`config.mk`:
```
export PLATFORM = sky130hd
export DESIGN_NAME = clock_with_button_time_set_core
export DESIGN_NICKNAME = d
export VERILOG_FILES = /design/src/rtl/cwbts_pkg.sv /design/src/rtl/clock_with_button_time_set_core.sv
export SDC_FILE = /design/constraint.sdc
export NUM_CORES = 1
export LEC_CHECK = 0
export ABC_AREA = 1
export BUFFER_PORTS_ARGS = -buffer_cell sky130_fd_sc_hd__buf_2
export CORE_ASPECT_RATIO = 1.1
export CORE_UTILIZATION = 60
export CTS_CLUSTER_DIAMETER = 100
export DETAILED_ROUTE_END_ITERATION = 8
export PLACE_DENSITY = 0.91
export SLEW_MARGIN = 20
export SYNTH_ARGS = -nofsm -noshare
export SYNTH_HDL_FRONTEND = slang
export SYNTH_SLANG_ARGS = --single-unit
```
`constraint.sdc`:
```
create_clock -name clk -period 3.81 [get_ports clk]
set_input_delay 0.9525 -clock clk [delete_from_list [all_inputs] [get_ports clk]]
set_output_delay 0.9525 -clock clk [all_outputs]
set_load 0.01 [all_outputs]
```
`src/rtl/cwbts_pkg.sv`:
```
// Shared types and constants for the clock with one-button time set.
package cwbts_pkg;

  // Set-time machine states, one-hot
  typedef enum logic [4:0] {
    ST_IDLE   = 5'b00001,
    ST_START  = 5'b00010,
    ST_HOUR   = 5'b00100,
    ST_MINUTE = 5'b01000,
    ST_END    = 5'b10000
  } mode_t;

  // Externally visible state codes
  localparam logic [2:0] CODE_IDLE   = 3'd0;
  localparam logic [2:0] CODE_START  = 3'd1;
  localparam logic [2:0] CODE_HOUR   = 3'd2;
  localparam logic [2:0] CODE_MINUTE = 3'd3;
  localparam logic [2:0] CODE_END    = 3'd4;

  // Separator marker codes (':', 's', 'h', 'm', 'e')
  localparam logic [2:0] MARK_COLON  = 3'd0;
  localparam logic [2:0] MARK_S      = 3'd1;
  localparam logic [2:0] MARK_H      = 3'd2;
  localparam logic [2:0] MARK_M      = 3'd3;
  localparam logic [2:0] MARK_E      = 3'd4;

  // Configuration register indexes
  localparam logic [1:0] REG_LONG_WAIT  = 2'd0;
  localparam logic [1:0] REG_SHORT_WAIT = 2'd1;

  localparam logic [11:0] LONG_WAIT_RST  = 12'd1700;
  localparam logic [11:0] SHORT_WAIT_RST = 12'd1000;
  localparam logic [11:0] WAIT_MAX       = 12'hFFF;

  localparam logic [4:0] HOUR_LAST = 5'd23;
  localparam logic [5:0] MIN_LAST  = 6'd59;
  localparam logic [5:0] SEC_LAST  = 6'd59;

  // Map a state to its external code
  function automatic logic [2:0] mode_code(mode_t m);
    logic [2:0] c;
    unique case (m)
      ST_IDLE:   c = CODE_IDLE;
      ST_START:  c = CODE_START;
      ST_HOUR:   c = CODE_HOUR;
      ST_MINUTE: c = CODE_MINUTE;
      ST_END:    c = CODE_END;
      default:   c = CODE_IDLE;
    endcase
    return c;
  endfunction

  // Map a state to its separator marker
  function automatic logic [2:0] mode_marker(mode_t m);
    logic [2:0] c;
    unique case (m)
      ST_IDLE:   c = MARK_COLON;
      ST_START:  c = MARK_S;
      ST_HOUR:   c = MARK_H;
      ST_MINUTE: c = MARK_M;
      ST_END:    c = MARK_E;
      default:   c = MARK_COLON;
    endcase
    return c;
  endfunction

endpackage

```
`src/rtl/clock_with_button_time_set_core.sv`:
```
// Time-of-day counter with a one-button set-time state machine.
// A request's result is registered and shows on out_ in the cycle after acceptance.
// One request per cycle unless out_tready stalls; each update is one counter pass.
// in_tready stays high while the result register is empty or being drained.
// Reset (rst_n low, synchronous): time zero, machine idle and disarmed,
// wait registers at 1700 and 1000, no result pending.
module clock_with_button_time_set_core
  import cwbts_pkg::*;
#(
  parameter int TICKS_PER_SECOND = 10
) (
  input  logic        clk,
  input  logic        rst_n,
  // Request channel
  input  logic        in_tvalid,
  output logic        in_tready,
  input  logic [7:0]  in_tdata,   // [0] button_pressed, [7:1] zero
  input  logic        in_tuser,   // [0] cmd: 0 time tick, 1 button sample
  // Result channel
  output logic        out_tvalid,
  input  logic        out_tready,
  // [3:0] tenths, [9:4] seconds, [15:10] minutes, [20:16] hours,
  // [23:21] set_state, [24] time_display_event, [25] blink_on_event,
  // [26] blink_off_event, [27] marker_update, [30:28] marker_code, [31] zero
  output logic [31:0] out_tdata,
  // Configuration write channel
  input  logic        cfg_valid,
  output logic        cfg_ready,
  input  logic [1:0]  cfg_index,
  input  logic [11:0] cfg_data
);

  localparam int TW = (TICKS_PER_SECOND > 2) ? $clog2(TICKS_PER_SECOND) : 1;
  localparam logic [TW:0] TICK_WRAP = (TW+1)'(TICKS_PER_SECOND);
  localparam logic [TW:0] TICK_HALF = (TW+1)'(TICKS_PER_SECOND / 2);

  logic [11:0]   long_wait_r, short_wait_r;
  logic [TW-1:0] tick_r, tick_nxt;
  logic [5:0]    sec_r, sec_nxt;
  logic [5:0]    min_r, min_nxt;
  logic [4:0]    hour_r, hour_nxt;
  mode_t         mode_r, mode_nxt;
  logic          armed_r, armed_nxt;
  logic [11:0]   wait_r, wait_nxt;
  logic          last_btn_r, last_btn_nxt;

  logic          out_valid_r;
  logic [31:0]   out_data_r, out_data_nxt;

  logic          accept;
  logic          pressed, rise;
  logic [TW:0]   tick_inc;
  logic [11:0]   wait_inc;
  logic          disp, blink_on, blink_off, marker;
  logic [TW+3:0] tick_ext;

  assign cfg_ready  = 1'b1;
  assign in_tready  = !out_valid_r || out_tready;
  assign accept     = in_tvalid && in_tready;
  assign out_tvalid = out_valid_r;
  assign out_tdata  = out_data_r;

  assign pressed  = in_tdata[0];
  assign rise     = pressed && !last_btn_r;
  assign tick_inc = {1'b0, tick_r} + (TW+1)'(1);
  assign wait_inc = (wait_r <= long_wait_r && wait_r != WAIT_MAX) ? wait_r + 12'd1 : wait_r;

  // Compute next time and machine state for the current request
  always_comb begin
    tick_nxt     = tick_r;
    sec_nxt      = sec_r;
    min_nxt      = min_r;
    hour_nxt     = hour_r;
    mode_nxt     = mode_r;
    armed_nxt    = armed_r;
    wait_nxt     = wait_r;
    last_btn_nxt = last_btn_r;
    disp         = 1'b0;
    blink_on     = 1'b0;
    blink_off    = 1'b0;
    marker       = 1'b0;
    if (!in_tuser) begin
      // Time tick: cascade tenths into seconds, minutes, hours
      if (tick_inc == TICK_WRAP) begin
        tick_nxt = '0;
        blink_on = 1'b1;
        if (sec_r == SEC_LAST) begin
          sec_nxt = '0;
          disp    = 1'b1;
          if (min_r == MIN_LAST) begin
            min_nxt  = '0;
            hour_nxt = (hour_r >= HOUR_LAST) ? 5'd0 : hour_r + 5'd1;
          end else begin
            min_nxt = min_r + 6'd1;
          end
        end else begin
          sec_nxt = sec_r + 6'd1;
        end
      end else begin
        tick_nxt = tick_inc[TW-1:0];
        if (tick_inc == TICK_HALF) begin
          blink_off = 1'b1;
        end
      end
    end else begin
      // Button sample: advance the set-time machine
      wait_nxt     = wait_inc;
      last_btn_nxt = pressed;
      unique case (mode_r)
        ST_IDLE: begin
          if (!armed_r) begin
            if (pressed) begin
              armed_nxt = 1'b1;
              wait_nxt  = '0;
            end
          end else if (!pressed) begin
            armed_nxt = 1'b0;
          end else if (wait_inc > long_wait_r) begin
            mode_nxt = ST_START;
            wait_nxt = '0;
            marker   = 1'b1;
          end
        end
        ST_START: begin
          if (rise) begin
            mode_nxt = ST_HOUR;
            wait_nxt = '0;
            marker   = 1'b1;
          end else if (wait_inc > short_wait_r) begin
            mode_nxt = ST_END;
            wait_nxt = '0;
            marker   = 1'b1;
          end
        end
        ST_HOUR: begin
          if (rise) begin
            wait_nxt = '0;
            hour_nxt = (hour_r >= HOUR_LAST) ? 5'd0 : hour_r + 5'd1;
            disp     = 1'b1;
          end else if (wait_inc > short_wait_r) begin
            mode_nxt = ST_MINUTE;
            wait_nxt = '0;
            marker   = 1'b1;
          end
        end
        ST_MINUTE: begin
          if (rise) begin
            wait_nxt = '0;
            sec_nxt  = '0;
            min_nxt  = (min_r >= MIN_LAST) ? 6'd0 : min_r + 6'd1;
            disp     = 1'b1;
          end else if (wait_inc > short_wait_r) begin
            mode_nxt = ST_END;
            wait_nxt = '0;
            marker   = 1'b1;
          end
        end
        ST_END: begin
          if (rise) begin
            mode_nxt = ST_START;
            wait_nxt = '0;
            marker   = 1'b1;
          end else if (wait_inc > long_wait_r) begin
            mode_nxt  = ST_IDLE;
            wait_nxt  = '0;
            armed_nxt = 1'b0;
            marker    = 1'b1;
          end
        end
        default: begin
          mode_nxt  = ST_IDLE;
          armed_nxt = 1'b0;
        end
      endcase
    end
  end

  // Pack the result word
  assign tick_ext = {4'b0, tick_nxt};
  always_comb begin
    out_data_nxt = {1'b0, mode_marker(mode_nxt), marker, blink_off, blink_on, disp,
                    mode_code(mode_nxt), hour_nxt, min_nxt, sec_nxt, tick_ext[3:0]};
  end

  // Hold configuration registers
  always_ff @(posedge clk) begin
    if (!rst_n) begin
      long_wait_r  <= LONG_WAIT_RST;
      short_wait_r <= SHORT_WAIT_RST;
    end else if (cfg_valid && cfg_ready) begin
      if (cfg_index == REG_LONG_WAIT) begin
        long_wait_r <= cfg_data;
      end else if (cfg_index == REG_SHORT_WAIT) begin
        short_wait_r <= cfg_data;
      end
    end
  end

  // Advance state on each accepted request
  always_ff @(posedge clk) begin
    if (!rst_n) begin
      tick_r     <= '0;
      sec_r      <= '0;
      min_r      <= '0;
      hour_r     <= '0;
      mode_r     <= ST_IDLE;
      armed_r    <= 1'b0;
      wait_r     <= '0;
      last_btn_r <= 1'b0;
    end else if (accept) begin
      tick_r     <= tick_nxt;
      sec_r      <= sec_nxt;
      min_r      <= min_nxt;
      hour_r     <= hour_nxt;
      mode_r     <= mode_nxt;
      armed_r    <= armed_nxt;
      wait_r     <= wait_nxt;
      last_btn_r <= last_btn_nxt;
    end
  end

  // Result register: load on accept, drop when taken
  always_ff @(posedge clk) begin
    if (!rst_n) begin
      out_valid_r <= 1'b0;
    end else if (accept) begin
      out_valid_r <= 1'b1;
    end else if (out_tready) begin
      out_valid_r <= 1'b0;
    end
  end

  always_ff @(posedge clk) begin
    if (accept) begin
      out_data_r <= out_data_nxt;
    end
  end

endmodule
```
# --- Yosys cells after proc, flatten, opt, wreduce, memory -nomap -nowiden ---
# Index checks and enable logic that the tools add are counted.
totals:
  regBits: 96
  wordCells: 123
  inputBits: 28
op_classes:
  bitwise_logic: 2
  mux: 64
  add_sub_neg: 5
  n_eq_ne: 17
  n_lt_le_gt_ge: 5
  reduce_logical: 15
ops:
  columns: ["cell", "count"]
  rows:
  - ["$mux 12", 8]
  - ["$mux 5", 18]
  - ["$mux 6", 12]
  - ["$pmux 12 s3", 1]
  - ["$pmux 5 s5", 1]
  - ["$gt 12x12->1", 2]
  - ["$mux 1", 19]
  - ["$eq 5x3->1 const B", 3]
  - ["$eq 5x4->1 const B", 3]
  - ["$add 12x1->12 const B", 1]
  - ["$add 6x1->6 const B", 2]
  - ["$eq 6x6->1 const B", 2]
  - ["$le 12x12->1", 1]
  - ["$ne 12x12->1 const B", 1]
  - ["$pmux 3 s4", 1]
  - ["$eq 5x2->1 const B", 2]
  - ["$eq 5x5->1 const B", 2]
  - ["$mux 4", 2]
  - ["$ge 6x6->1 const B", 1]
  - ["$add 4x1->5 const B", 1]
  - ["$add 5x1->5 const B", 1]
  - ["$eq 5x1->1 const B", 1]
  - ["$ge 5x5->1 const B", 1]
  - ["$reduce_and 5->1", 1]
  - ["other kinds (14)", 21]

# --- Depth between registers and ports, before layout ---
# Gate-level depths: netlist (run 1).
depth:
  ltp_word: 11
  depth_mapped: 30
  ltp_nobuf: 30

# --- Worst setup path before layout (run 1) ---
# Ideal clock, no wire load.
synth_path:
  path_kind: "flip-flop to flip-flop"
  start: "register wait_r[11]"
  end: "register out_data_r[28] (netlist: out_tdata[28]), data pin"
  required_time_ns: 3.555
  arrival_ns: 2.910
  setup_slack_ns: 0.645
  setup_time_ns: 0.255
  stages_incl_launch_ff: 28
  period_less_slack_ns: 3.165
  path_buffers: 0
  path_cell_list: "dfxtp_1 ha_1 nand2_1 nor2_1 and2_1 nand2_1 nand3_2 nand2_4 nand2_4 nor2_1 xor2_1 inv_1 ha_1 nand2_1 inv_1 nand2_1 nor2_1 nand2_1 nand3_2 nand2_2 a21oi_1 nand3_1 nand2_1 nand2_1 nand2_1 nand3_1 nand2_1 nor2_1"
synth_via:
  elab_chain_len: 11
  word_cells_on_any_way: 24
  classes_between: "add/sub: 1; order compare: 3; eq/ne: 5; mux: 14; reduce/logical: 1"
synth_lines:
  columns: ["element", "line_no", "text"]
  rows:
  - ["start: declaration", "clock_with_button_time_set_core.sv:44", "logic [11:0] wait_r, wait_nxt;"]
  - ["start signal: assignment", "clock_with_button_time_set_core.sv:217", "wait_r <= wait_nxt;"]
  - ["$le 12x12->1 or $ne 12x12->1 (tied branches)", "clock_with_button_time_set_core.sv:66", "assign wait_inc = (wait_r <= long_wait_r && wait_r != WAIT_MAX) ? wait_r + 12'd1 : wait_r;"]
  - ["$logic_and 1x1->1", "clock_with_button_time_set_core.sv:66", null]
  - ["$mux 12 (*)", "clock_with_button_time_set_core.sv:66", null]
  - ["$gt 12x12->1", "clock_with_button_time_set_core.sv:118, clock_with_button_time_set_core.sv:163", null]
  - ["$mux 5", "clock_with_button_time_set_core.sv:118", "end else if (wait_inc > long_wait_r) begin"]
  - ["$mux 5", "clock_with_button_time_set_core.sv:116", "end else if (!pressed) begin"]
  - ["$mux 5", "clock_with_button_time_set_core.sv:111", "if (!armed_r) begin"]
  - ["$pmux 5 s5 (*)", "clock_with_button_time_set_core.sv:109", "unique case (mode_r)"]
  - ["$mux 5 (*)", "clock_with_button_time_set_core.sv:82", "if (!in_tuser) begin"]
  - ["$eq 5x5->1, or another cell as far along", null, null]
  - ["$pmux 3 s4 (*)", null, null]
  - ["named net out_data_nxt[21]", "clock_with_button_time_set_core.sv:48", "logic [31:0] out_data_r, out_data_nxt;"]
  - ["end signal: assignment", "clock_with_button_time_set_core.sv:235", "out_data_r <= out_data_nxt;"]
  - ["end: declaration", "clock_with_button_time_set_core.sv:48", null]
# Mark *: on every way through the listed nets, which the timed path passes. The rest lies on a longest branch.
# A chain may end at the register's enable or synchronous reset.

# --- Worst setup path after layout (run 1) ---
layout_path:
  start: "register long_wait_r[6]"
  end: "register out_data_r[28] (netlist: out_tdata[28]), data pin"
layout_via:
  elab_chain_len: 11
  word_cells_on_any_way: 22
  classes_between: "order compare: 3; eq/ne: 4; mux: 14; reduce/logical: 1"
layout_lines:
  columns: ["element", "line_no", "text"]
  rows:
  - ["start: declaration", "clock_with_button_time_set_core.sv:37", "logic [11:0] long_wait_r, short_wait_r;"]
  - ["start signal: assignment", "clock_with_button_time_set_core.sv:192", "long_wait_r <= cfg_data;"]
  - ["$le 12x12->1", "clock_with_button_time_set_core.sv:66", null]
  - ["$logic_and 1x1->1", "clock_with_button_time_set_core.sv:66", null]
  - ["$mux 12", "clock_with_button_time_set_core.sv:66", null]
  - ["$gt 12x12->1", "clock_with_button_time_set_core.sv:118, clock_with_button_time_set_core.sv:163", null]
  - ["$mux 5", "clock_with_button_time_set_core.sv:118", null]
  - ["$mux 5", "clock_with_button_time_set_core.sv:116", null]
  - ["$mux 5", "clock_with_button_time_set_core.sv:111", null]
  - ["$pmux 5 s5 (*)", "clock_with_button_time_set_core.sv:109", null]
  - ["$mux 5 (*)", "clock_with_button_time_set_core.sv:82", null]
  - ["$eq 5x5->1, or another cell as far along", null, null]
  - ["$pmux 3 s4 (*)", null, null]
  - ["named net out_data_nxt[21]", "clock_with_button_time_set_core.sv:48", null]
# Marked as above.

==> results, run 1 <==
- The run finished with clean final reports.
- The slew at the pin closest to its max-slew limit is 510.8 ps.
- The initial antenna violation count came to 0.
- The congestion estimate from routability-driven global placement came to 0.8716.
- The leading register cell type out of synthesis is sky130_fd_sc_hd__dfxtp_1.
- The biggest fanout along the worst timing path is 7.
- Before antenna repair, the detailed router went through 6 iterations.
- The analysis attributes to cell leakage a power of 0.003070 uW.
- The element type at the critical path end is a register.
- The number of rows in the core area is 37.
- The core region is 0.009351 sq mm.
- The overflow left after global routing is 0.
- After detailed routing, the total wire length is 13920 um.
- The worst pin sits at a relative slew slack of 0.6591.
- The register area share after synthesis is 0.3694.
- After layout, the minimum clock period comes to 3809 ps.
- The first global-routing pass estimated 22220 um of wire.
- The share of async-settable or async-resettable flops after synthesis is 0.
- After routing, the total negative slack on setup checks comes to 0 ps.
- Entering global routing, the biggest net connects 38 pins.
- The relative contribution of the clock network to total power is 0.338.
- The number of placed instances, taps included, is 894.
- The share of the cycle needed by the critical path after routing is 0.9998.
- In the final layout, the share of cells above drive strength 1 is 0.2444.
- The number of enable-type register cells in the synthesized netlist is 28.
- At the worst endpoint, the arrival time is about 3900 ps.
- TritonCTS built the clock tree.
- The post-synthesis area per instance is ~8 sq um.
- The count of buffers inserted at the top-level ports is 53.
- In this run the remaining antenna-violating nets after routing total 0.
- The clock-pin slew on the worst setup and hold paths is 90 ps.
- The die is roughly 96 um wide.
- The maximum resistive drop on vdd is 0.0002665 V.
- The number of nets in the finished design is 864.
- The antenna diode instance count is 0.
- The synthesized netlist contains 53 unique library cells.
- The internal power summed over all cells is 1558 uW.
- The source-to-sink clock delay at the later pin of the worst-skew pair is 380 ps.
- Leaving out filler cells and counting taps, the final layout contains between 900 and 1000.
- In this run the cell area of the synthesized design comes to around 0.0058 sq mm.
- The register bit total from synthesis is 93.
- Across the run, the number of max-cap violations was 0.
- During synthesis, Yosys emitted a total of 0 warnings.
- In the final routed layout, each cell accounts on average for 15.21 um.
- The CTS H-tree depth is 3.
- The relative contribution of sequential cells to total power is 0.517.
- The class of the tightest hold or removal check is reg2reg.
- The via count of the routed design is 5290.
- At the worst endpoint, the required time is approximately 3900 ps.
- In the global route stage, overall resource usage came out at 0.2828.
- The utilization of the core after routing is 0.7110.
- The number of DRC violations after detailed routing is 0.
- CTS placed an instance of sky130_fd_sc_hd__clkbuf_8 at the clock tree root.
- Dividing the detail-routed via count by the number of cells gives 5.781.
- The number of global-route vias before repair is 5167.
- In this run the power spent charging and discharging nets is 588.9 uW.
- Counting every sink on the clock net gives 93.
- The I/O pin count is 63.
- The floorplan step defined a die boundary enclosing 0.01006 sq mm.
- The maximum buffer depth of the clock tree is 2.
- The category of the critical setup timing path is reg2reg.
- The worst-case register-to-register setup slack is 0.7 ps.
- The floorplan step set the die height to 105.1 um.
- The total clock buffers created by CTS is 9.
- The number of hold-slack violations in the final timing report is 0.
- STA classifies the critical path startpoint as a register.
- The initial core utilization is 0.6201.
- The number of nets in the synthesized netlist is between 800 and 900.
- The final count of pins violating max slew is 0.
- The layout overhead on the synthesized area is 14.65%.
- The power density over the cells is about 320 mW/mm^2.
- Of the total power, the share spent switching nets is 0.2743.
- The power share of the combinational group is 0.146.
- The timing-limited maximum frequency is 0.2625 GHz.
- The total setup violations reported at the end of the flow is 0.
- The gate count of the mapped netlist is 740.
- Detailed placement ended at an HPWL of 9753 um.
- After the first detailed-routing iteration, the DRC count stood at 279.
- The worst setup skew after layout is 11.89 ps.
==> layout by cell type, fill, tap and decap left out, types with 10 or more instances in the layout <==
| master | Yosys | routed |
|---|---|---|
| sky130_fd_sc_hd__nand2_2 | 9 | 15 |
| sky130_fd_sc_hd__buf_2 | 1 | 53 |
| sky130_fd_sc_hd__inv_1 | 105 | 98 |
| sky130_fd_sc_hd__nand2_1 | 124 | 118 |
| sky130_fd_sc_hd__nor2_1 | 48 | 45 |
| sky130_fd_sc_hd__xor2_1 | 15 | 15 |
| sky130_fd_sc_hd__a21oi_1 | 65 | 63 |
| sky130_fd_sc_hd__ha_1 | 43 | 33 |
| sky130_fd_sc_hd__dfxtp_1 | 65 | 57 |
| sky130_fd_sc_hd__o211ai_1 | 12 | 12 |
| sky130_fd_sc_hd__inv_2 | 17 | 24 |
| sky130_fd_sc_hd__nand4_1 | 11 | 11 |
| sky130_fd_sc_hd__edfxtp_1 | 28 | 28 |
| sky130_fd_sc_hd__o21ai_0 | 42 | 40 |
| sky130_fd_sc_hd__o21ai_1 | 16 | 17 |
| sky130_fd_sc_hd__nand3_1 | 40 | 39 |
| sky130_fd_sc_hd__buf_4 | 5 | 12 |
| sky130_fd_sc_hd__ha_4 | 0 | 10 |
==> worst paths after layout <==
path                        start              end  depth (start not counted)
setup / recovery   long_wait_r[6]    out_tdata[28]                         26
hold reg to reg   short_wait_r[1]  short_wait_r[1]                          2
hold / removal    short_wait_r[1]  short_wait_r[1]                          2
setup reg to reg   long_wait_r[6]    out_tdata[28]                         26
==> metal layers <==
layer | wire (um) | track usage | vias to the layer above
met5 | 0 | 0 | -
met1 | 5340 | 0.2983 | 2506
li1 | - | - | 2555
met4 | 447 | 0.1493 | 0
met3 | 647 | 0.05677 | 41
met2 | 7484 | 0.5138 | 188
==> cell families (layout without fill, tap and decap cells) <==
logic type / after synthesis / in the layout / synth area share
and+or+nand+nor: 277 / 277 / 0.2414
DFF: 93 / 93 / 0.3694
other: 2 / 2 / 0.001295
AOI/OAI and AO/OA: 160 / 160 / 0.1657
xor gates and xnor gates: 17 / 17 / 0.02891
buffers and inverters: 148 / 206 / 0.1005
adders and majority gates: 43 / 43 / 0.09277
==> synthesized netlist by cell type, types with 2 or more instances <==
| cell type | n | share of area |
|---|---|---|
| sky130_fd_sc_hd__a21oi_1 | 65 | 0.056 |
| sky130_fd_sc_hd__nand2_4 | 4 | 0.0078 |
| sky130_fd_sc_hd__nand2_1 | 124 | 0.080 |
| sky130_fd_sc_hd__nand3_1 | 40 | 0.035 |
| sky130_fd_sc_hd__o211ai_1 | 12 | 0.016 |
| sky130_fd_sc_hd__a31o_2 | 2 | 0.0030 |
| sky130_fd_sc_hd__o21ai_0 | 42 | 0.036 |
| sky130_fd_sc_hd__buf_4 | 5 | 0.0065 |
| sky130_fd_sc_hd__nand3b_1 | 3 | 0.0039 |
| sky130_fd_sc_hd__a21oi_2 | 5 | 0.0076 |
| sky130_fd_sc_hd__nor2_1 | 48 | 0.031 |
| sky130_fd_sc_hd__nor3_2 | 2 | 0.0035 |
| sky130_fd_sc_hd__a31oi_1 | 3 | 0.0032 |
| sky130_fd_sc_hd__inv_2 | 17 | 0.011 |
| sky130_fd_sc_hd__ha_1 | 43 | 0.093 |
| sky130_fd_sc_hd__nor2_4 | 5 | 0.0097 |
| sky130_fd_sc_hd__nor3_1 | 4 | 0.0035 |
| sky130_fd_sc_hd__nor2_2 | 8 | 0.0086 |
| sky130_fd_sc_hd__conb_1 | 2 | 0.0013 |
| sky130_fd_sc_hd__nand4_2 | 6 | 0.013 |
| sky130_fd_sc_hd__o21a_1 | 2 | 0.0026 |
| sky130_fd_sc_hd__clkbuf_1 | 16 | 0.010 |
| sky130_fd_sc_hd__nand3_2 | 7 | 0.012 |
| sky130_fd_sc_hd__dfxtp_1 | 65 | 0.22 |
| sky130_fd_sc_hd__nand4_1 | 11 | 0.012 |
| sky130_fd_sc_hd__edfxtp_1 | 28 | 0.14 |
| sky130_fd_sc_hd__xor2_1 | 15 | 0.023 |
| sky130_fd_sc_hd__clkinv_1 | 2 | 0.0013 |
| sky130_fd_sc_hd__o22ai_2 | 2 | 0.0043 |
| sky130_fd_sc_hd__inv_1 | 105 | 0.068 |
| sky130_fd_sc_hd__nand2_2 | 9 | 0.0097 |
| sky130_fd_sc_hd__o21bai_1 | 2 | 0.0026 |
| sky130_fd_sc_hd__o21ai_1 | 16 | 0.014 |
==> worst max-delay path, cell delays in order (launching register included) <==
cell,delay [ps]
sky130_fd_sc_hd__dfxtp_1,330
sky130_fd_sc_hd__inv_1,80
sky130_fd_sc_hd__ha_1,300
sky130_fd_sc_hd__nand2_1,90
sky130_fd_sc_hd__nor2_1,60
sky130_fd_sc_hd__and2_4,140
sky130_fd_sc_hd__nand2_1,100
sky130_fd_sc_hd__nand3_2,100
sky130_fd_sc_hd__nand2_4,150
sky130_fd_sc_hd__buf_4,140
sky130_fd_sc_hd__nand3_2,90
sky130_fd_sc_hd__nor2_1,100
sky130_fd_sc_hd__nand2_1,60
sky130_fd_sc_hd__nand2_1,80
sky130_fd_sc_hd__inv_2,60
sky130_fd_sc_hd__ha_1,310
sky130_fd_sc_hd__nand4_1,140
sky130_fd_sc_hd__nor2_2,200
sky130_fd_sc_hd__nand2_1,130
sky130_fd_sc_hd__nand3_4,120
sky130_fd_sc_hd__nand3_4,100
sky130_fd_sc_hd__nand2_1,90
sky130_fd_sc_hd__o21ai_1,80
sky130_fd_sc_hd__a21oi_2,240
sky130_fd_sc_hd__nand3_1,130
sky130_fd_sc_hd__nand2_1,80
sky130_fd_sc_hd__nor2_1,40
==> state kept, by name, indices dropped and copies added, names as in the netlist, 5 cells and up <==
| name | cells |
|---|---|
| hour_r | 5 |
| long_wait_r | 12 |
| min_r | 6 |
| mode_r | 5 |
| out_tdata | 28 |
| sec_r | 6 |
| short_wait_r | 12 |
| wait_r | 12 |
==> what timing repair did <==
| action | CTS | global route |
|---|---|---|
| endpoints found under the setup margin | 0 | 18 |
| setup buffers | 0 | 5 |
| hold buffers | 0 | 0 |
| gates resized for setup | 0 | 49 |
==> power by group through the flow <==
stage | sequential, uW | clock [uW] | combinational (uW)
2_1_floorplan | 1140 | 0 | 197
3_3_place_gp | 1130 | 0 | 277
3_5_place_dp | 1130 | 0 | 293
4_1_cts | 1110 | 731 | 296
5_1_grt | 1120 | 770 | 348
6_report | 1110 | 725 | 313
==> layout make-up <==
| type | instances | area [sq um] |
|---|---|---|
| multi-input cells | 499 | 3301 |
| fillers | 660 | 2703 |
| flip-flops and latches | 93 | 2152 |
| inverters | 124 | 465.4 |
| repair buffers | 66 | 375.4 |
| well taps | 117 | 146.4 |
| clock buffers | 12 | 135.1 |
| clock inverters | 4 | 73.82 |
==> stage by stage <==
stage	cell area, sq um	hold slack, ps	total power (uW)	worst slack [ps]
2_1_floorplan	5799	435.4	1336	644.9
3_3_place_gp	6166	447.9	1404	285.5
3_5_place_dp	6166	453.1	1425	159.2
4_1_cts	6375	469.6	2135	126.1
5_1_grt	6649	496.1	2234	-153.4
6_report	6649	474.2	2147	0.6759
No activity file was read; power rests on OpenSTA's default activity.
==> run 2: changes to the inputs <==
==> constraint.sdc (replaced) <==
create_clock -name clk -period 3.81 [get_ports clk]
set_input_delay 0.1905 -clock clk [delete_from_list [all_inputs] [get_ports clk]]
set_output_delay 0.1905 -clock clk [all_outputs]
set_load 0.01 [all_outputs]
==> run 2 against run 1 <==
Critical path depth decreased by 2. Global-route usage fell by 0.52 points. Clock power decreased by 21%. Combinational power decreased by 3%. Die area did not move.
==> results, run 2 (synthesized netlist as in run 1, its figures left out) <==
- The count of buffers inserted at the top-level ports is 53.
- Grouping stages by cell kind, the critical path spends the most delay in simple AND/OR/NAND/NOR gates.
- Of the total power, registers draw 0.559.
- Based on the critical path, the design can be clocked at up to roughly 0.27 GHz.
- The number of nets in the finished design is 867.
- The floorplan has 37 rows.
- In the final layout, the multi-input gates occupy 0.003223 sq mm.
- The root buffer cell chosen for the clock tree is sky130_fd_sc_hd__clkbuf_8.
- The final count of pins violating max slew is 0.
- The first global-routing pass estimated 22020 um of wire.
- In the final layout, the share of cells above drive strength 1 is 0.2260.
- The number of cells after detailed placement is 895.
- In this run the critical register-to-register path is launched from long_wait_r[10].
- The floorplan step defined a die boundary enclosing 0.01006 sq mm.
- The worst register-to-register path has a setup slack of 90 ps.
- The startpoint type of the worst setup path is a register.
- The power density over the cells is ~300 mW/mm^2.
- In this run, CTS created clock tree buffers numbering 9.
- The critical path contains buffers and inverters numbering 4 combined.
- The source-to-sink clock delay at the later pin of the worst-skew pair is around 370 ps.
- The number of buffers inserted by hold repair at cts is 0.
- The design draws 1986 uW.
- The register with the most flip-flops in the layout has 28 of them.
- Dividing the detail-routed via count by the number of cells gives 5.696.
- CTS built an H-tree with a depth of 3.
- Timing analysis after detailed placement gives a worst setup slack of approximately 130 ps.
- For the worst flop-to-flop path, the logic depth is 24.
- Relative to the synthesized area, the layout overhead comes to 12.88%.
- The detailed router placed 5229 vias in this run.
- The switching power share of the total is 0.2849.
- The worst path meets setup with 90.27 ps of slack.
- Final hold analysis gives a worst-case slack of 57.97 ps.
- Data arrives at the worst endpoint at 3840 ps.
- The initial antenna violation count is 0.
- The maximum single-stage delay on the critical path is between 300 and 400 ps.
- The number of inserted filler cells in the final layout is 710.
- The initial core utilization is 0.6201.
- By instance count, the cell type seen most on the critical path is sky130_fd_sc_hd__nand2_1.
- The setup path with the least slack is of type reg2reg.
- Leaving out fill and tap cells, the most frequent cell in the layout is sky130_fd_sc_hd__nand2_1.
- Internal power comes to 1420 uW.
- The tightest min-delay check is of the in2reg type.
- For this design the top-level I/O count stands at between 60 and 70.
- The number of hold-slack violations in the final timing report is 0.
- The share of total power dissipated in combinational logic is 0.154.
- For this block, the initial DRC count from the detailed router was 277.
- The biggest fanout along the worst timing path is 6.
- The worst min-delay path endpoint is long_wait_r[2].
- In the global route stage, met1 resource usage came out at 0.2920.
- The static leakage is a little over 0.003 uW.
- The met2 routing resource usage after global routing is 0.5066.
- In the final routed layout, each cell accounts on average for 14.86 um.
- The worst min-delay path startpoint is cfg_data[2].
- The worst setup skew after layout is 13.74 ps.
- The critical path goes through inv_1, ha_1, nand2_1, nor2_2, and2_4, nand2_1, nand3_2, nand2_4, buf_4, buf_4, a31o_2, inv_2, ha_1, a21o_1, nor2_1, nand3_2, nand2_2, a21oi_1, nand3_1, nand2_1, nand2_1, nand2_1, a21oi_1, nor2_1.
- The final non-filler cell total is ~900.
- The overflow left after global routing is 0.
- For this run, global-route usage on met3 was measured as 0.05095.
- The worst pin sits at a relative slew slack of 0.5727.
- The count of cells along the worst hold path is 3.
- In this run the critical register-to-register path is captured at out_tdata[28].
- The number of iterations in the first detailed-routing pass is 8.
- STA classifies the critical path endpoint as a register.
- The number of antenna diodes in the final layout is 0.
- Setup repair after global routing could not meet its margin everywhere.
- The largest net degree at the start of global routing is 38.
- The maximum resistive drop on vdd is between 0.0002 and 0.00025 V.
- The clock tree from TritonCTS is built.
- The most used routing layer is met2.
- Data on the critical path is required at its endpoint by 3930 ps.
- The die extent in y is 105.1 um.
- In this run the horizontal extent of the chip is 95.74 um.
- Subtracting the final worst setup slack from the clock period gives 3720 ps.
- In the layout the commonest cells are sky130_fd_sc_hd__nand2_1, sky130_fd_sc_hd__inv_1, sky130_fd_sc_hd__a21oi_1.
- For this run, design rule violations remaining after detail routing come to 0.
- Once detailed placement completed, the half-perimeter wirelength came to 9933 um.
- The slew at the pin closest to its max-slew limit is 637.1 ps.
- Setup violations remaining at the end of the flow were counted as 0.
- The count of maximum capacitance violations is 0.
- The net load switching power is 565.9 uW.
- The utilization of the core after routing is 0.7000.
- The cell with the biggest individual delay on the critical path is sky130_fd_sc_hd__dfxtp_1.
- Clock-pin slew was measured on the worst setup and hold paths at 80 ps.
- The register area is 0.002146 sq mm.
- The share of total power dissipated in the clock network is 0.288.
- The final weighted congestion in routability-driven placement is 0.8867.
- The number of nets with antenna violations after routing is 0.
- The run finished with clean final reports.
- The region available for standard cell placement spans 0.009351 sq mm.
- In this run the deepest clock path goes through 2 buffers.
- The number of sinks driven by the clock tree is 93.
- The number of global-route vias before repair is 5155.
- Dividing the final minimum period by the clock period gives 0.9763.
- After detailed routing, the total wire length is around 14000 um.
- Across every metal layer, demand over resource in global routing totals 0.2775.
## run 2: cell types whose count changed in the layout (fill, tap and decap cells not counted), sizes merged
cell	previous run	this run
buf	66	69
clkbuf	12	13
inv	122	123
bufinv	2	0
## run 2: what timing repair did
action,4_1_cts,5_1_grt
buffers inserted,0,7
hold endpoints to repair,0,0
setup endpoints to repair,0,18
gates resized for setup,0,26
## run 2: worst max-delay path by stage
stage | start | endpoint | slack (ps) | cells past startpoint
6_report | long_wait_r[10] | out_tdata[28] | 90 | 24
5_1_grt | long_wait_r[10] | out_tdata[28] | -100 | 24
4_1_cts | long_wait_r[11] | out_tdata[29] | 100 | 23
3_5_place_dp | long_wait_r[11] | out_tdata[29] | 130 | 23
3_3_place_gp | long_wait_r[10] | out_tdata[28] | 300 | 23
2_1_floorplan | wait_r[11] | out_tdata[28] | 640 | 27
## run 2: layer usage
| metal | vias up | share of wire | wire length, um |
|---|---|---|---|
| met2 | 168 | 0.53 | 7266 |
| met5 | - | 0 | 0 |
| li1 | 2565 | - | - |
| met1 | 2450 | 0.39 | 5320 |
| met3 | 46 | 0.042 | 570 |
| met4 | 0 | 0.036 | 486 |
## run 2: per-stage QoR
| step | setup TNS [ps] | cell area (sq um) |
|---|---|---|
| after detailed placement | 0 | 6173 |
| after CTS | 0 | 6329 |
| final | 0 | 6546 |
| after global placement | 0 | 6173 |
| after global routing | -743.1 | 6546 |
| after floorplan | 0 | 5799 |
## run 2: power by group through the flow
stage,clock network (uW),logic [uW],registers (uW)
floorplan,0,197,1140
global placement,0,276,1130
detailed placement,0,294,1130
CTS,578,295,1110
global route,623,339,1120
finish,571,305,1110
## run 2: worst min-delay path, stage by stage
cell,delay [ps]
sky130_fd_sc_hd__buf_2,80
sky130_fd_sc_hd__nand2_1,40
sky130_fd_sc_hd__o211ai_1,70
## run 2: area by class of cell
cell class / count / share of cell area
Clock inverter: 3 / 0.002485
Clock buffer: 13 / 0.02122
Inverter: 124 / 0.07110
Tap cell: 117 / 0.02236
Timing Repair Buffer: 69 / 0.06269
Multi-Input combinational cell: 499 / 0.4924
Sequential cell: 93 / 0.3278
==> run 3: changes to the inputs <==
--- a/config.mk
+++ b/config.mk
@@ -5,10 +5,11 @@
 export SDC_FILE = /design/constraint.sdc
 export NUM_CORES = 1
 export LEC_CHECK = 0
-export ABC_AREA = 1
 export BUFFER_PORTS_ARGS = -buffer_cell sky130_fd_sc_hd__buf_2
+export CELL_PAD_IN_SITES_DETAIL_PLACEMENT = 0
+export CELL_PAD_IN_SITES_GLOBAL_PLACEMENT = 1
 export CORE_ASPECT_RATIO = 1.1
-export CORE_UTILIZATION = 60
+export CORE_UTILIZATION = 45
 export CTS_CLUSTER_DIAMETER = 100
 export DETAILED_ROUTE_END_ITERATION = 8
 export PLACE_DENSITY = 0.91
==> run 3 against run 2 <==
The flow now finishes with violations (negative setup slack). Critical path type unchanged. Critical endpoint is now wait_r[9]. Die area increased by 32%. Clock power increased by 77%. Synthesized cell count decreased by 7.7%. Power increased by 21%. Largest power group unchanged. Synthesized area decreased by 0.73%. Routed wire length increased by 17%. Non-clock buffer count increased by 63. First-iteration DRC count increased by 49%. Via count increased by 6.4%. Design area increased by 14%. Register-to-register slack got worse by 590 ps. Global-route usage decreased by 3.1 points.
==> results, run 3 <==
- The number of buffers inserted by hold repair at cts is 0.
- The final weighted congestion in routability-driven placement is 0.9263.
- The number of iterations in the first detailed-routing pass is 5.
- The total setup violations reported at the end of the flow is 20.
- The count of cells in the finished layout, fillers not included, comes to roughly 950.
- The initial utilization of the core area, before any placement, comes to 0.4702.
- The element type at the critical path end is a register.
- The final total power is 2394 uW.
- Summed over all layers, the global routing overflow is 0.
- The post-layout worst setup margin is -499.7 ps.
- The analysis attributes to net switching a power of between 600 and 700 uW.
- Measured along the x axis, the die boundary spans 109.8 um.
- The category of the critical setup timing path is reg2reg.
- The ratio of routed vias to standard cells is 5.883.
- The switching power share of the total is 0.2628.
- The shortest clock period the worst path allows after layout is 4310 ps.
- The power density over the cells is ~320 mW/mm^2.
- Across every metal layer, demand over resource in global routing totals 0.2469.
- The detailed router finished its first iteration with 412 violations.
- The number of global-route vias before repair is ~5200.
- The I/O pin count is 63.
- The region available for standard cell placement spans 0.01224 sq mm.
- The largest total area in the synthesized netlist belongs to sky130_fd_sc_hd__dfxtp_1.
- The register with the most flip-flops in the layout has 28 of them.
- In the synthesized netlist the dominant register cell turns out to be sky130_fd_sc_hd__dfxtp_1.
- The number of library cell types mapped by synthesis is 68.
- The number of cells on the worst reg-to-reg path is 20.
- In this run, synthesis produced a sequential element count of 93.
- The final count of pins violating max slew is 0.
- The number of cells after detailed placement is 911.
- The die extent in y is between 100 and 150 um.
- The class of the tightest hold or removal check is in2reg.
- In the final layout, the multi-input gates occupy 0.003736 sq mm.
- The worst setup path is launched from a register.
- The worst-case IR drop observed on VDD is 0.0003351 V.
- After clock tree synthesis, the clock-pin slew on the worst setup and hold paths is 70 ps.
- Counting flops with a built-in enable in the synthesized netlist gives 28.
- The share of total power dissipated in combinational logic is 0.123.
- The internal power summed over all cells is 1764 uW.
- The clock passes through at most 2 buffers.
- The post-detailed-routing wire length is 15900 um.
- In the layout the commonest cells are sky130_fd_sc_hd__nand2_1, sky130_fd_sc_hd__buf_4, sky130_fd_sc_hd__dfxtp_1.
- Setup total negative slack on the finished layout was measured at -7532 ps.
- For this run, asynchronously set or reset flops after synthesis account for 0.
- The most instantiated library cell after synthesis is sky130_fd_sc_hd__nand2_1.
- Synthesis produced a netlist with a net count of roughly 750.
- The run finished, with violations left.
- Along the worst hold path, the cell count comes to 3.
- Setup repair after global routing could not meet its margin everywhere.
- The worst setup skew after layout is 10.98 ps.
- In the synthesized netlist, the number of instances is between 600 and 700.
- The worst hold path terminates at long_wait_r[11].
- In this run the cell area of the synthesized design comes to 0.005757 sq mm.
- The number of inserted filler cells in the final layout is ~1000.
- In this run the static leakage power is 0.003096 uW.
- After detailed routing, the average wire length per cell comes to 16.80 um.
- A synthesized cell averages ~8.4 sq um.
- The endpoint of the most critical register-to-register path is wait_r[9].
- Of the total power, the clock network draws 0.424.
- The first global-routing pass estimated roughly 25000 um of wire.
- OpenSTA, run right after detailed placement, puts the worst setup slack at -586.2 ps.
- In the final layout, flip-flops and latches occupy 0.002157 sq mm.
- The area growth from synthesis to layout is 29.71%.
- The most frequent standard cell in the layout excluding fill and tap cells is sky130_fd_sc_hd__nand2_1.
- The worst max-slew margin expressed relative to the limit is 0.2901.
- The repair_antennas step left the layout with diodes totalling 0.
- The via count of the routed design is 5565.
- The total clock buffers created by CTS is 9.
- After synthesis, the most frequently instantiated cells are sky130_fd_sc_hd__nand2_1, sky130_fd_sc_hd__dfxtp_1, sky130_fd_sc_hd__a21oi_1, sky130_fd_sc_hd__ha_1, sky130_fd_sc_hd__inv_1.
- The CTS H-tree depth is 3.
- The floorplan has 42 rows.
- The source-to-sink clock delay at the later pin of the worst-skew pair is 360 ps.
- The final reports fail on negative setup slack.
- TritonCTS built the clock tree.
- For flop-to-flop paths, the worst setup slack is -500 ps.
- The initial antenna violation count is 0.
- The area enclosed by the die boundary is 0.01325 sq mm.
- After synthesis, the cell types taking the most area are sky130_fd_sc_hd__dfxtp_1, sky130_fd_sc_hd__edfxtp_1, sky130_fd_sc_hd__ha_1.
- Of the post-synthesis cell area, the dominant cell type holds 0.2260.
- Detailed placement finished with a half-perimeter wire length of 10850 um.
- The largest net degree at the start of global routing is 48.
- The share of layout cells above drive strength 1 is 0.3182.
- The relative contribution of sequential cells to total power is 0.453.
- For the pin with the worst max-slew slack, the measured transition is 1060 ps.
- The count of buffers inserted at the top-level ports is 53.
- The number of nets with antenna violations after routing is 0.
- The count of warnings emitted by yosys is 0.
- In the routed design, unresolved DRC markers number 0.
- The register area share after synthesis is 0.3721.
- The biggest fanout along the worst timing path is 6.
- Dividing the final minimum period by the clock period gives 1.131.
- For this design, the sink count on the clock tree is 93.
- The startpoint identified for the worst hold timing path is cfg_data[11].
- The number of nets in the finished design is about 860.
- The worst path arrival time is approximately 4600 ps.
- The worst register-to-register path begins at long_wait_r[1].
- The number of hold-slack violations in the final timing report is 0.
- Derived from the worst setup path, the maximum achievable clock frequency is 0.2320 GHz.
- For the worst setup path, the data required time is 4090 ps.
- The count of maximum capacitance violations is 0.
- The worst hold slack after final layout is 69.12 ps.
- The tree is rooted in a sky130_fd_sc_hd__clkbuf_16.
## run 3: logic make-up after synthesis
kind of cell | after synthesis | share of synthesized area
other | 2 | 0.001305
xor gates and xnor gates | 16 | 0.02434
muxes | 7 | 0.01304
AOI/OAI and AO/OA | 179 | 0.2034
adders and majority gates | 43 | 0.09346
DFF | 93 | 0.3721
and+or+nand+nor | 261 | 0.2315
buffers and inverters | 82 | 0.06086
## run 3: how the worst max path moves through the flow
stage | to | slack [ps] | start
floorplan | wait_r[9] | -190 | long_wait_r[1]
global placement | out_tdata[23] | -510 | long_wait_r[1]
detailed placement | out_tdata[28] | -590 | long_wait_r[1]
CTS | wait_r[10] | -370 | long_wait_r[1]
global route | out_tdata[23] | -620 | long_wait_r[1]
finish | wait_r[9] | -500 | long_wait_r[1]
## run 3: timing repair
item                       4_1_cts  5_1_grt
resized for setup               53       41
pin swaps                       41       26
buffers inserted                11       11
setup endpoints to repair       22       22
## run 3: area by class of cell
cell class,count,area share
Sequential cell,93,0.2889
Clock inverter,7,0.01391
Timing Repair Buffer,132,0.1190
Clock buffer,9,0.03016
Multi-Input combinational cell,508,0.5003
Inverter,43,0.02195
Tap cell,154,0.02580
## run 3: routing by layer
layer  vias to the layer above  track usage  wire length, um
met5                         -            0                0
met4                         0       0.1033              446
met3                        36      0.04313              753
met2                       192       0.4180             7975
met1                      2667       0.3047             6721
li1                       2670            -                -
## run 3: power groups by stage
stage	sequential, uW	clock, uW	combinational, uW
4_1_cts	1080	1030	272
5_1_grt	1090	1080	322
2_1_floorplan	1110	0	161
3_3_place_gp	1100	0	247
3_5_place_dp	1100	0	256
6_report	1080	1010	295
## run 3: per-stage QoR
stage	util	area (sq um)
after global routing	0.6099	7467
after detailed placement	0.5402	6614
final	0.6099	7467
after global placement	0.5402	6614
after floorplan	-	5903
after CTS	0.5893	7216
## run 3: critical path: stages (launching register included)
cell	delay (ps)
sky130_fd_sc_hd__dfxtp_2	350
sky130_fd_sc_hd__inv_4	40
sky130_fd_sc_hd__ha_4	210
sky130_fd_sc_hd__nor2b_4	120
sky130_fd_sc_hd__o21a_1	160
sky130_fd_sc_hd__o21a_1	170
sky130_fd_sc_hd__o21ai_2	140
sky130_fd_sc_hd__buf_4	140
sky130_fd_sc_hd__a31oi_4	130
sky130_fd_sc_hd__or2_4	310
sky130_fd_sc_hd__o21ai_1	210
sky130_fd_sc_hd__nand2_2	120
sky130_fd_sc_hd__ha_4	230
sky130_fd_sc_hd__and3_4	150
sky130_fd_sc_hd__a221o_1	350
sky130_fd_sc_hd__a211oi_4	310
sky130_fd_sc_hd__nor2_4	80
sky130_fd_sc_hd__o221ai_4	250
sky130_fd_sc_hd__nand3_4	150
sky130_fd_sc_hd__or4_4	520
sky130_fd_sc_hd__o211ai_1	90
